**src/sfd_pkg.sv**
```systemverilog
package sfd_pkg;

  localparam int unsigned ByteW = 8;
  localparam int unsigned KindW = 2;
  localparam int unsigned CfgIdxW = 2;

  localparam logic [ByteW-1:0] HdrByte = 8'hFC;
  localparam logic [ByteW-1:0] TailByte = 8'hFD;

  localparam logic [ByteW-1:0] FirstCmdReset = 8'd65;
  localparam logic [ByteW-1:0] SecondCmdReset = 8'd66;

  localparam logic [CfgIdxW-1:0] RegFirstCmd = 2'd0;
  localparam logic [CfgIdxW-1:0] RegSecondCmd = 2'd1;

  typedef enum logic [3:0] {
    PH_IDLE   = 4'd0,
    PH_CMD    = 4'd1,
    PH_LEN    = 4'd2,
    PH_SEQ    = 4'd3,
    PH_CRC8   = 4'd4,
    PH_CRC16H = 4'd5,
    PH_CRC16L = 4'd6,
    PH_DATA   = 4'd7,
    PH_TAIL   = 4'd8
  } phase_e;

  typedef enum logic [KindW-1:0] {
    KIND_PAYLOAD = 2'd0,
    KIND_DONE    = 2'd1,
    KIND_ABORT   = 2'd2
  } kind_e;

endpackage

```
**src/sensor_frame_deframer_top.sv**
```systemverilog
// Sensor frame deframer.
// Input channel (rx_valid_i / rx_stall_o / rx_byte_i) carries one received
// serial byte per word. Output channel (res_valid_o / res_stall_i) carries
// at most one result word per input word: a payload byte with its index,
// a frame-complete marker with command and length, or an abort marker.
// Frame: 0xFC, command (must match one of two config codes), length, four
// skipped bytes, payload, tail 0xFD.
// A result is presented in the cycle after its input byte is taken.
// One byte per cycle unless stalled; the parser state update is a single
// combinational step between the state registers and the result register.
// The input is stalled only while a result is held and the receiver stalls,
// so a byte can be taken in the same cycle the held result leaves.
// Config port (cfg_valid_i / cfg_ready_o) is always ready; index 0 and 1
// write the two command codes, other indexes are dropped. Write it only
// while no frame traffic is in flight.
// Reset: parser goes idle, no result pending, command codes return to
// 65 and 66.
module sensor_frame_deframer_top (
  input  logic                        clk_i,
  input  logic                        rst_ni,
  input  logic                        rx_valid_i,
  output logic                        rx_stall_o,
  input  logic [sfd_pkg::ByteW-1:0]   rx_byte_i,
  output logic                        res_valid_o,
  input  logic                        res_stall_i,
  output logic [sfd_pkg::KindW-1:0]   kind_o,
  output logic [sfd_pkg::ByteW-1:0]   byte_value_o,
  output logic [sfd_pkg::ByteW-1:0]   byte_index_o,
  output logic [sfd_pkg::ByteW-1:0]   frame_cmd_o,
  output logic [sfd_pkg::ByteW-1:0]   frame_length_o,
  input  logic                        cfg_valid_i,
  output logic                        cfg_ready_o,
  input  logic [sfd_pkg::CfgIdxW-1:0] cfg_index_i,
  input  logic [sfd_pkg::ByteW-1:0]   cfg_data_i
);
  import sfd_pkg::*;

  logic [ByteW-1:0] cmd0_q, cmd1_q;
  phase_e           phase_q, phase_d;
  logic [ByteW-1:0] len_q, len_d;
  logic [ByteW-1:0] cnt_q, cnt_d;
  logic [ByteW-1:0] cur_cmd_q, cur_cmd_d;

  logic             out_valid_q, out_valid_d;
  kind_e            kind_q, kind_d;
  logic [ByteW-1:0] val_q, val_d;
  logic [ByteW-1:0] idx_q, idx_d;
  logic [ByteW-1:0] ocmd_q;
  logic [ByteW-1:0] olen_q, olen_d;

  logic rx_acc;
  logic has_res;

  assign rx_stall_o = out_valid_q & res_stall_i;
  assign rx_acc = rx_valid_i & ~rx_stall_o;
  assign cfg_ready_o = 1'b1;

  always_ff @(posedge clk_i or negedge rst_ni) begin
    if (!rst_ni) begin
      cmd0_q <= FirstCmdReset;
      cmd1_q <= SecondCmdReset;
    end else if (cfg_valid_i) begin
      case (cfg_index_i)
        RegFirstCmd:  cmd0_q <= cfg_data_i;
        RegSecondCmd: cmd1_q <= cfg_data_i;
        default: ;
      endcase
    end
  end

  // Parser next state and result for the byte at the input.
  always_comb begin
    phase_d   = phase_q;
    len_d     = len_q;
    cnt_d     = cnt_q;
    cur_cmd_d = cur_cmd_q;
    has_res   = 1'b0;
    kind_d    = KIND_ABORT;
    val_d     = '0;
    idx_d     = '0;
    olen_d    = '0;
    case (phase_q)
      PH_IDLE: begin
        if (rx_byte_i == HdrByte) begin
          phase_d   = PH_CMD;
          cur_cmd_d = '0;
        end
      end
      PH_CMD: begin
        if (rx_byte_i == cmd0_q || rx_byte_i == cmd1_q) begin
          phase_d   = PH_LEN;
          len_d     = '0;
          cur_cmd_d = rx_byte_i;
        end else begin
          phase_d = PH_IDLE;
          has_res = 1'b1;
        end
      end
      PH_LEN: begin
        len_d   = rx_byte_i;
        cnt_d   = ByteW'(1);
        phase_d = PH_SEQ;
      end
      PH_SEQ: begin
        if (len_q == '0) begin
          phase_d = PH_IDLE;
          has_res = 1'b1;
        end else begin
          phase_d = PH_CRC8;
        end
      end
      PH_CRC8:   phase_d = PH_CRC16H;
      PH_CRC16H: phase_d = PH_CRC16L;
      PH_CRC16L: phase_d = PH_DATA;
      PH_DATA: begin
        if (cnt_q < len_q) begin
          has_res = 1'b1;
          kind_d  = KIND_PAYLOAD;
          val_d   = rx_byte_i;
          idx_d   = cnt_q;
          cnt_d   = cnt_q + ByteW'(1);
        end else begin
          // last counted position is swallowed without output
          phase_d = PH_TAIL;
        end
      end
      PH_TAIL: begin
        phase_d = PH_IDLE;
        has_res = 1'b1;
        if (rx_byte_i == TailByte) begin
          kind_d = KIND_DONE;
          olen_d = len_q;
        end
      end
      default: phase_d = PH_IDLE;
    endcase
  end

  always_comb begin
    out_valid_d = out_valid_q;
    if (rx_acc) begin
      out_valid_d = has_res;
    end else if (!res_stall_i) begin
      out_valid_d = 1'b0;
    end
  end

  always_ff @(posedge clk_i or negedge rst_ni) begin
    if (!rst_ni) begin
      phase_q     <= PH_IDLE;
      len_q       <= '0;
      cnt_q       <= ByteW'(1);
      cur_cmd_q   <= '0;
      out_valid_q <= 1'b0;
    end else begin
      out_valid_q <= out_valid_d;
      if (rx_acc) begin
        phase_q   <= phase_d;
        len_q     <= len_d;
        cnt_q     <= cnt_d;
        cur_cmd_q <= cur_cmd_d;
      end
    end
  end

  always_ff @(posedge clk_i) begin
    if (rx_acc && has_res) begin
      kind_q <= kind_d;
      val_q  <= val_d;
      idx_q  <= idx_d;
      ocmd_q <= cur_cmd_d;
      olen_q <= olen_d;
    end
  end

  assign res_valid_o    = out_valid_q;
  assign kind_o         = kind_q;
  assign byte_value_o   = val_q;
  assign byte_index_o   = idx_q;
  assign frame_cmd_o    = ocmd_q;
  assign frame_length_o = olen_q;

  a_stall_only_when_held: assert property (@(posedge clk_i) disable iff (!rst_ni)
    rx_stall_o |-> out_valid_q)
    else $error("input stalled with no result held");

  a_header_starts_frame: assert property (@(posedge clk_i) disable iff (!rst_ni)
    (rx_acc && phase_q == PH_IDLE && rx_byte_i == HdrByte) |=> phase_q == PH_CMD)
    else $error("header byte did not start a frame");

  a_payload_index_range: assert property (@(posedge clk_i) disable iff (!rst_ni)
    (out_valid_q && kind_q == KIND_PAYLOAD) |-> (idx_q != '0 && idx_q < len_q))
    else $error("payload index outside frame length");

  a_done_has_length: assert property (@(posedge clk_i) disable iff (!rst_ni)
    (out_valid_q && kind_q == KIND_DONE) |-> (olen_q != '0 && phase_q == PH_IDLE))
    else $error("frame complete with zero length or parser not idle");

  a_result_after_accept: assert property (@(posedge clk_i) disable iff (!rst_ni)
    (out_valid_q && !$past(out_valid_q)) |-> $past(rx_acc))
    else $error("result appeared without an accepted byte");

endmodule
```
**config.mk**
```make
export PLATFORM = sky130hd
export DESIGN_NAME = sensor_frame_deframer_top
export DESIGN_NICKNAME = d
export VERILOG_FILES = /design/src/sfd_pkg.sv /design/src/sensor_frame_deframer_top.sv
export SDC_FILE = /design/constraint.sdc
export NUM_CORES = 1
export LEC_CHECK = 0
export ABC_AREA = 1
export BUFFER_PORTS_ARGS = -buffer_cell sky130_fd_sc_hd__buf_2
export CAP_MARGIN = 0
export CORE_ASPECT_RATIO = 0.8
export CORE_MARGIN = 3
export CORE_UTILIZATION = 51
export DETAILED_ROUTE_END_ITERATION = 8
export PLACE_DENSITY_LB_ADDON = 0.05
export SYNTH_ARGS = -nofsm -noshare
export SYNTH_HDL_FRONTEND = slang
export SYNTH_SLANG_ARGS = --single-unit
```
**constraint.sdc**
```tcl
create_clock -name clk_i -period 2.5 [get_ports clk_i]
set_input_delay 0.375 -clock clk_i [delete_from_list [all_inputs] [get_ports clk_i]]
set_output_delay 0.375 -clock clk_i [all_outputs]
set_load 0.02 [all_outputs]
```
==> results_dict.tcl, run 1 <==
set metrics [dict create \
    vias 2976 \
    worst_slew_pin_slew_ns 0.612 \
    netlist_area_sq_um 3800 \
    port_buffers 58 \
    dr.pass1.iters 4 \
    critPathArrivalTime_ns 2.16 \
    synthArstFlopShare_pct 57.0 \
    grt_pass1_vias 2923 \
    antenna_found_initial 0 \
    outcome "completed" \
    insertedDiodeCount 0 \
    power.leakage_nw 2.12 \
    syn_area_per_cell_sq_um 9.17 \
    grt_pass1_wl_um 14500 \
    hold_path_class "input port to asynchronous set/reset pin" \
    worst_slack_ns 0.404 \
    setup_tns_ns 0 \
    clock.fmax_mhz 477 \
    cp.required_ns 2.57 \
    drive_above_1_share_pct 22.1 \
    hold_viol_final 0 \
    final_area_sq_um 4430 \
    cts_resized 0 \
    yosys_most_used_dff "dfrtp_1" \
    cp-end-kind "register" \
    fp.dieH_um 83.2 \
    yosysWarnings 0 \
    grtUsageTotal_pct 21.9 \
    yosysMostFrequentCell "nand2_1" \
    root_buffer "clkbuf_8" \
    pre_cts_ws_ns 0.414 \
    area_growth_pct 16.6 \
    synth_area_leaders "edfxtp_1 (27%), dfrtp_1 (26%), nand2_1 (12%)" \
    vias_per_cell 5.17 \
    synth_commonest_cells "nand2_1 (117), inv_1 (45), nor2_1 (44), dfrtp_1 (40), edfxtp_1 (34)" \
    cts_sinks 79 \
    yosysSeqAreaShare_pct 56.6 \
    skew_ns 0.00852 \
    r2r-start "len_q[3]" \
    ys_ff_latch 79 \
    grt_setup_unrepaired "no" \
    cts_max_level 3 \
    worstSetupStartpoint "len_q[3]" \
    fin_nets 515 \
    grt.overflow.total 0 \
    powerDensity_nw_per_um2 813 \
    die_w_um 103 \
    synth_cells 415 \
    dp_hpwl_um 6390 \
    drt_iter0_markers 150 \
    fin_crit_ns 2.10 \
    grt_max_degree 46 \
    slew_headroom_pct 59.2 \
    synth_top_area_share_pct 26.8 \
    ios 60 \
    tritoncts "yes" \
    fin_cells 576 \
    core_area_sq_um 7060 \
    dp.cells 560 \
    ir_drop_uv 437 \
    synth_top_cell_by_area "edfxtp_1" \
    drv_slew 0 \
    drv_cap 0 \
    nFillCells 602 \
    cp-start-kind "register" \
    dpl-instance-area_sq_um 4230 \
    numCtsBuffers 9 \
    clk_pin_slew_ns 0.08 \
    cts_hold_buf 0 \
    synth_nets 446 \
    ant_nets 0 \
    place.gp.congestion 0.814 \
    path_max_fanout 23 \
    wl_per_cell_um 15.0 \
    critPathKind "register to register" \
    period_share_pct 83.8 \
    synth.distinct_cells 34 \
    drt_wl_total_um 8640 \
    die-area_sq_um 8540 \
    holdWs_ns 0.0998 \
    start_util_pct 53.9 \
    worstSkewPairLatency_ns 0.36 \
    drcViolationCount 0 \
    setup-violations-final 0 \
    cts_setup_buffers 0 \
    placementRows 27 \
    synth_edf_count 34 \
    clk_path_buf_depth 2 \
]
==> power breakdown <==
part	internal [mW]	switching (mW)	leakage, nW
sequential	1.60	0.115	0.901
clock	0.493	0.488	0.103
combinational	0.305	0.597	1.11
==> logic make-up (layout without fill, tap and decap cells) <==
group,count (synthesis),after routing,share of synthesized area (%)
compound gates,48,48,7.11
buf+inv,57,131,5.95
xor+xnor,12,12,2.76
other cells,1,1,0.0986
fa+ha+maj,8,8,2.63
simple gates,210,210,24.8
flops,79,79,56.6
==> placed cells by master, fill, tap and decap left out, types with 2 or more instances in the layout <==
cell type  instances
nor2_1            44
nand2_2            4
dfrtp_1           40
nand3b_1           3
nand2_4            3
a21oi_1            8
ha_1               8
buf_4              5
dfstp_2            5
inv_2              5
nor4_2             2
nand2_1          117
o21ai_1           14
o21ai_0           22
nand3_1           25
xnor2_1           10
clkinv_4           2
inv_1             45
clkbuf_8          10
xor2_1             2
nand4_1            4
buf_2             58
edfxtp_1          34
nand3_2            3
==> worst max-delay path, cell delays in order, from the launching register on <==
cell and delay [ns]:
dfrtp_1 0.39, inv_1 0.12, ha_1 0.26, a21oi_1 0.16, nand2_1 0.08, nand2_1 0.09
nand3_2 0.08, nand3_1 0.09, nand2_1 0.08, inv_1 0.22, buf_12 0.21
==> routing by layer <==
layer	up-vias	GRT usage [%]	share of wire, %
met1	1419	33.3	51
met4	0	6.08	1.3
met5	-	0	0
met2	73	31.2	43
li1	1474	-	-
met3	10	5.21	5.3
==> final timing paths <==
path                                   end  slack (ns)  cells after the start
min in group clk_i               cmd1_q[1]        0.25                      3
max                        byte_value_o[7]        0.40                     10
min reg2reg                   cur_cmd_q[4]        0.49                      2
max in group asynchronous      res_valid_o        1.98                      2
min                              cmd0_q[4]         0.1                      2
max reg2reg                byte_value_o[7]        0.40                     10
==> flip-flops by register name, summed over array words and instances, names as in the netlist <==
| signal | cells |
|---|---|
| byte_index_o | 8 |
| byte_value_o | 8 |
| cmd0_q | 8 |
| cmd1_q | 8 |
| cnt_q | 8 |
| cur_cmd_q | 8 |
| frame_cmd_o | 8 |
| frame_length_o | 8 |
| kind_o | 2 |
| len_q | 8 |
| phase_q | 4 |
| res_valid_o | 1 |
==> layout make-up <==
class | instances | area [sq um] | area share [%]
clock inverter | 6 | 68.8 | 1.55
sequential | 79 | 2150 | 48.6
timing repair buffer | 64 | 348 | 7.84
inverter | 51 | 194 | 4.37
tap | 87 | 109 | 2.45
clock buffer | 10 | 138 | 3.10
multi-input combinational | 279 | 1420 | 32.1
==> through the flow <==
step	util, %	power, mW
floorplan	-	2.33
global placement	59.9	2.63
detailed placement	59.9	2.65
CTS	62.8	3.63
global route	62.8	3.81
finish	62.8	3.60
No activity file was read; power rests on OpenSTA's default activity.
==> run 2: changes to the inputs <==
- clock period: 2.5 -> 1.69 ns (I/O delays scaled with it)
==> results_dict.tcl, run 2 (synthesis gave the netlist of run 1 again) <==
set metrics [dict create \
    outcome "finished, violations left" \
    violations "negative setup slack" \
    wl_per_cell_um 14.8 \
    most-common-layout-cells "nand2_1 (97), buf_2 (58), buf_4 (51)" \
    grt_pass1_vias 3013 \
    critPathArrivalTime_ns 1.93 \
    grtUsageTotal_pct 22.5 \
    cp-start-kind "register" \
    use_met3_pct 5.37 \
    fin_nets 571 \
    crit_chain "inv_2 > ha_4 > inv_2 > a21oi_2 > o21bai_1 > nand2_1 > nand2_2 > nand3_4 > nand3_2 > nand2_2 > clkinvlp_4 > buf_12" \
    place.gp.congestion 0.897 \
    fp.dieH_um 83.2 \
    nFillCells 482 \
    vias 3227 \
    critPathMaxStageDelay_ns 0.39 \
    use_met1_pct 32.6 \
    fin_util_pct 74.1 \
    power.total_mw 5.77 \
    vias_per_cell 5.11 \
    period_share_pct 111 \
    slowest_stage "dfrtp_1" \
    placementRows 27 \
    cp.required_ns 1.75 \
    worstSkewPairLatency_ns 0.35 \
    ir_drop_uv 701 \
    met2_usage_pct 33.6 \
    p_comb_share_pct 32.0 \
    ios 60 \
    clk_path_buf_depth 2 \
    port_buffers 58 \
    insertedDiodeCount 0 \
    cts_max_level 3 \
    powerDensity_nw_per_um2 1100 \
    cp-end-kind "register" \
    die_w_um 103 \
    r2r_cells 12 \
    worst_slew_pin_slew_ns 0.547 \
    swShare_pct 33.3 \
    hold_viol_final 0 \
    final_common_cell "nand2_1" \
    skew_ns 0.00898 \
    power.leakage_nw 2.41 \
    drv_slew 0 \
    cts_sinks 79 \
    drt_wl_total_um 9360 \
    dr.pass1.iters 4 \
    root_buffer "clkbuf_8" \
    crit_end "kind_o[1]" \
    grt_setup_unrepaired "yes" \
    slew_headroom_pct 63.4 \
    core_area_sq_um 7060 \
    fin_crit_ns 1.88 \
    start_util_pct 53.9 \
    area_growth_pct 37.5 \
    hold_path_class "input port to register" \
    clkPwrFrac_pct 23.9 \
    internal_power_mw 3.85 \
    drt_iter0_markers 113 \
    clk_pin_slew_ns 0.08 \
    tritoncts "yes" \
    ant_nets 0 \
    cp_num_buf_inv 4 \
    drv_cap 0 \
    clock.fmax_mhz 533 \
    worstSetupStartpoint "len_q[1]" \
    setup_tns_ns -6.74 \
    setup-violations-final 60 \
    cp_num_cells 12 \
    critPathKind "register to register" \
    dp_hpwl_um 6570 \
    grt_pass1_wl_um 14800 \
    drive_above_1_share_pct 40.9 \
    power.share.sequential_pct 44.1 \
    p_sw_mw 1.92 \
    r2r-start "len_q[1]" \
    worst_slack_ns -0.186 \
    path_max_fanout 24 \
    top_usage_layer "met2" \
    timing.rr.end "kind_o[1]" \
    drcViolationCount 0 \
    grt.overflow.total 0 \
    crit_family "buffers and inverters" \
    numCtsBuffers 9 \
    grt_max_degree 26 \
    antenna_found_initial 0 \
    rrSetupSlack_ns -0.19 \
    die-area_sq_um 8540 \
]
## run 2: cell count changes in the layout (fill, tap and decap cells not counted), moves of 5 or more
cell	previous run	this run
nand3_2	3	16
inv_2	5	11
nor2_2	0	9
buf_4	5	51
nand2_1	117	97
inv_1	45	38
nand2_8	0	5
nor2_1	44	35
nand3_1	25	9
nand2_2	4	22
## run 2: per-layer routing
| layer | part of all wire (%) | wire [um] | vias up |
|---|---|---|---|
| met4 | 1.7 | 156 | 0 |
| met5 | 0 | 0 | - |
| met3 | 4.9 | 462 | 13 |
| met2 | 47 | 4380 | 91 |
| met1 | 47 | 4370 | 1524 |
| li1 | - | - | 1599 |
## run 2: area by class of cell
type | count | area, sq um | share of cell area [%]
clock inverters | 4 | 47.5 | 0.909
multi-input cells | 280 | 1740 | 33.3
repair buffers | 119 | 837 | 16.0
inverters | 51 | 198 | 3.78
well taps | 87 | 109 | 2.08
clock buffers | 12 | 145 | 2.77
flip-flops and latches | 79 | 2150 | 41.2
## run 2: what timing repair did
item                       CTS  global route
pin swaps                    3            19
hold buffers                 1             0
gates cloned                 0             2
setup endpoints to repair   74            96
hold endpoints to repair    28             0
setup buffers                2             7
gates resized for setup     17            60
## run 2: through the flow
| step | setup WS (ns) | instance area (sq um) | std cells | hold WS [ns] |
|---|---|---|---|---|
| after floorplan | -0.441 | 3820 | 415 | -0.0421 |
| after global placement | -0.145 | 4590 | 604 | 0.111 |
| after detailed placement | -0.202 | 4590 | 604 | 0.109 |
| after CTS | -0.156 | 4870 | 623 | 0.128 |
| after global routing | -0.300 | 5230 | 632 | 0.146 |
| final | -0.186 | 5230 | 632 | 0.136 |
## run 2: power groups by stage
stage / logic [mW] / clock network [mW] / registers, mW
2_1_floorplan: 0.735 / 0 / 2.73
3_3_place_gp: 1.57 / 0 / 2.56
3_5_place_dp: 1.59 / 0 / 2.56
4_1_cts: 1.67 / 1.41 / 2.53
5_1_grt: 2.04 / 1.49 / 2.58
6_report: 1.85 / 1.38 / 2.54
## run 2: worst min path at each step
stage | cells after the start | to | slack, ns | startpoint
after floorplan | 0 | cmd0_q[1] | -0.04 | rst_ni
after global placement | 1 | cnt_q[6] | 0.11 | rst_ni
after detailed placement | 1 | cnt_q[4] | 0.11 | rst_ni
after CTS | 3 | cmd0_q[0] | 0.13 | cfg_data_i[0]
after global routing | 3 | cmd1_q[6] | 0.15 | cfg_data_i[6]
final | 3 | cmd0_q[0] | 0.14 | cfg_data_i[0]
## run 2: worst min-delay path, delay by kind of cell
family | cells | cell delay, ns
buf+inv | 2 | 0.15
compound gates | 1 | 0.08
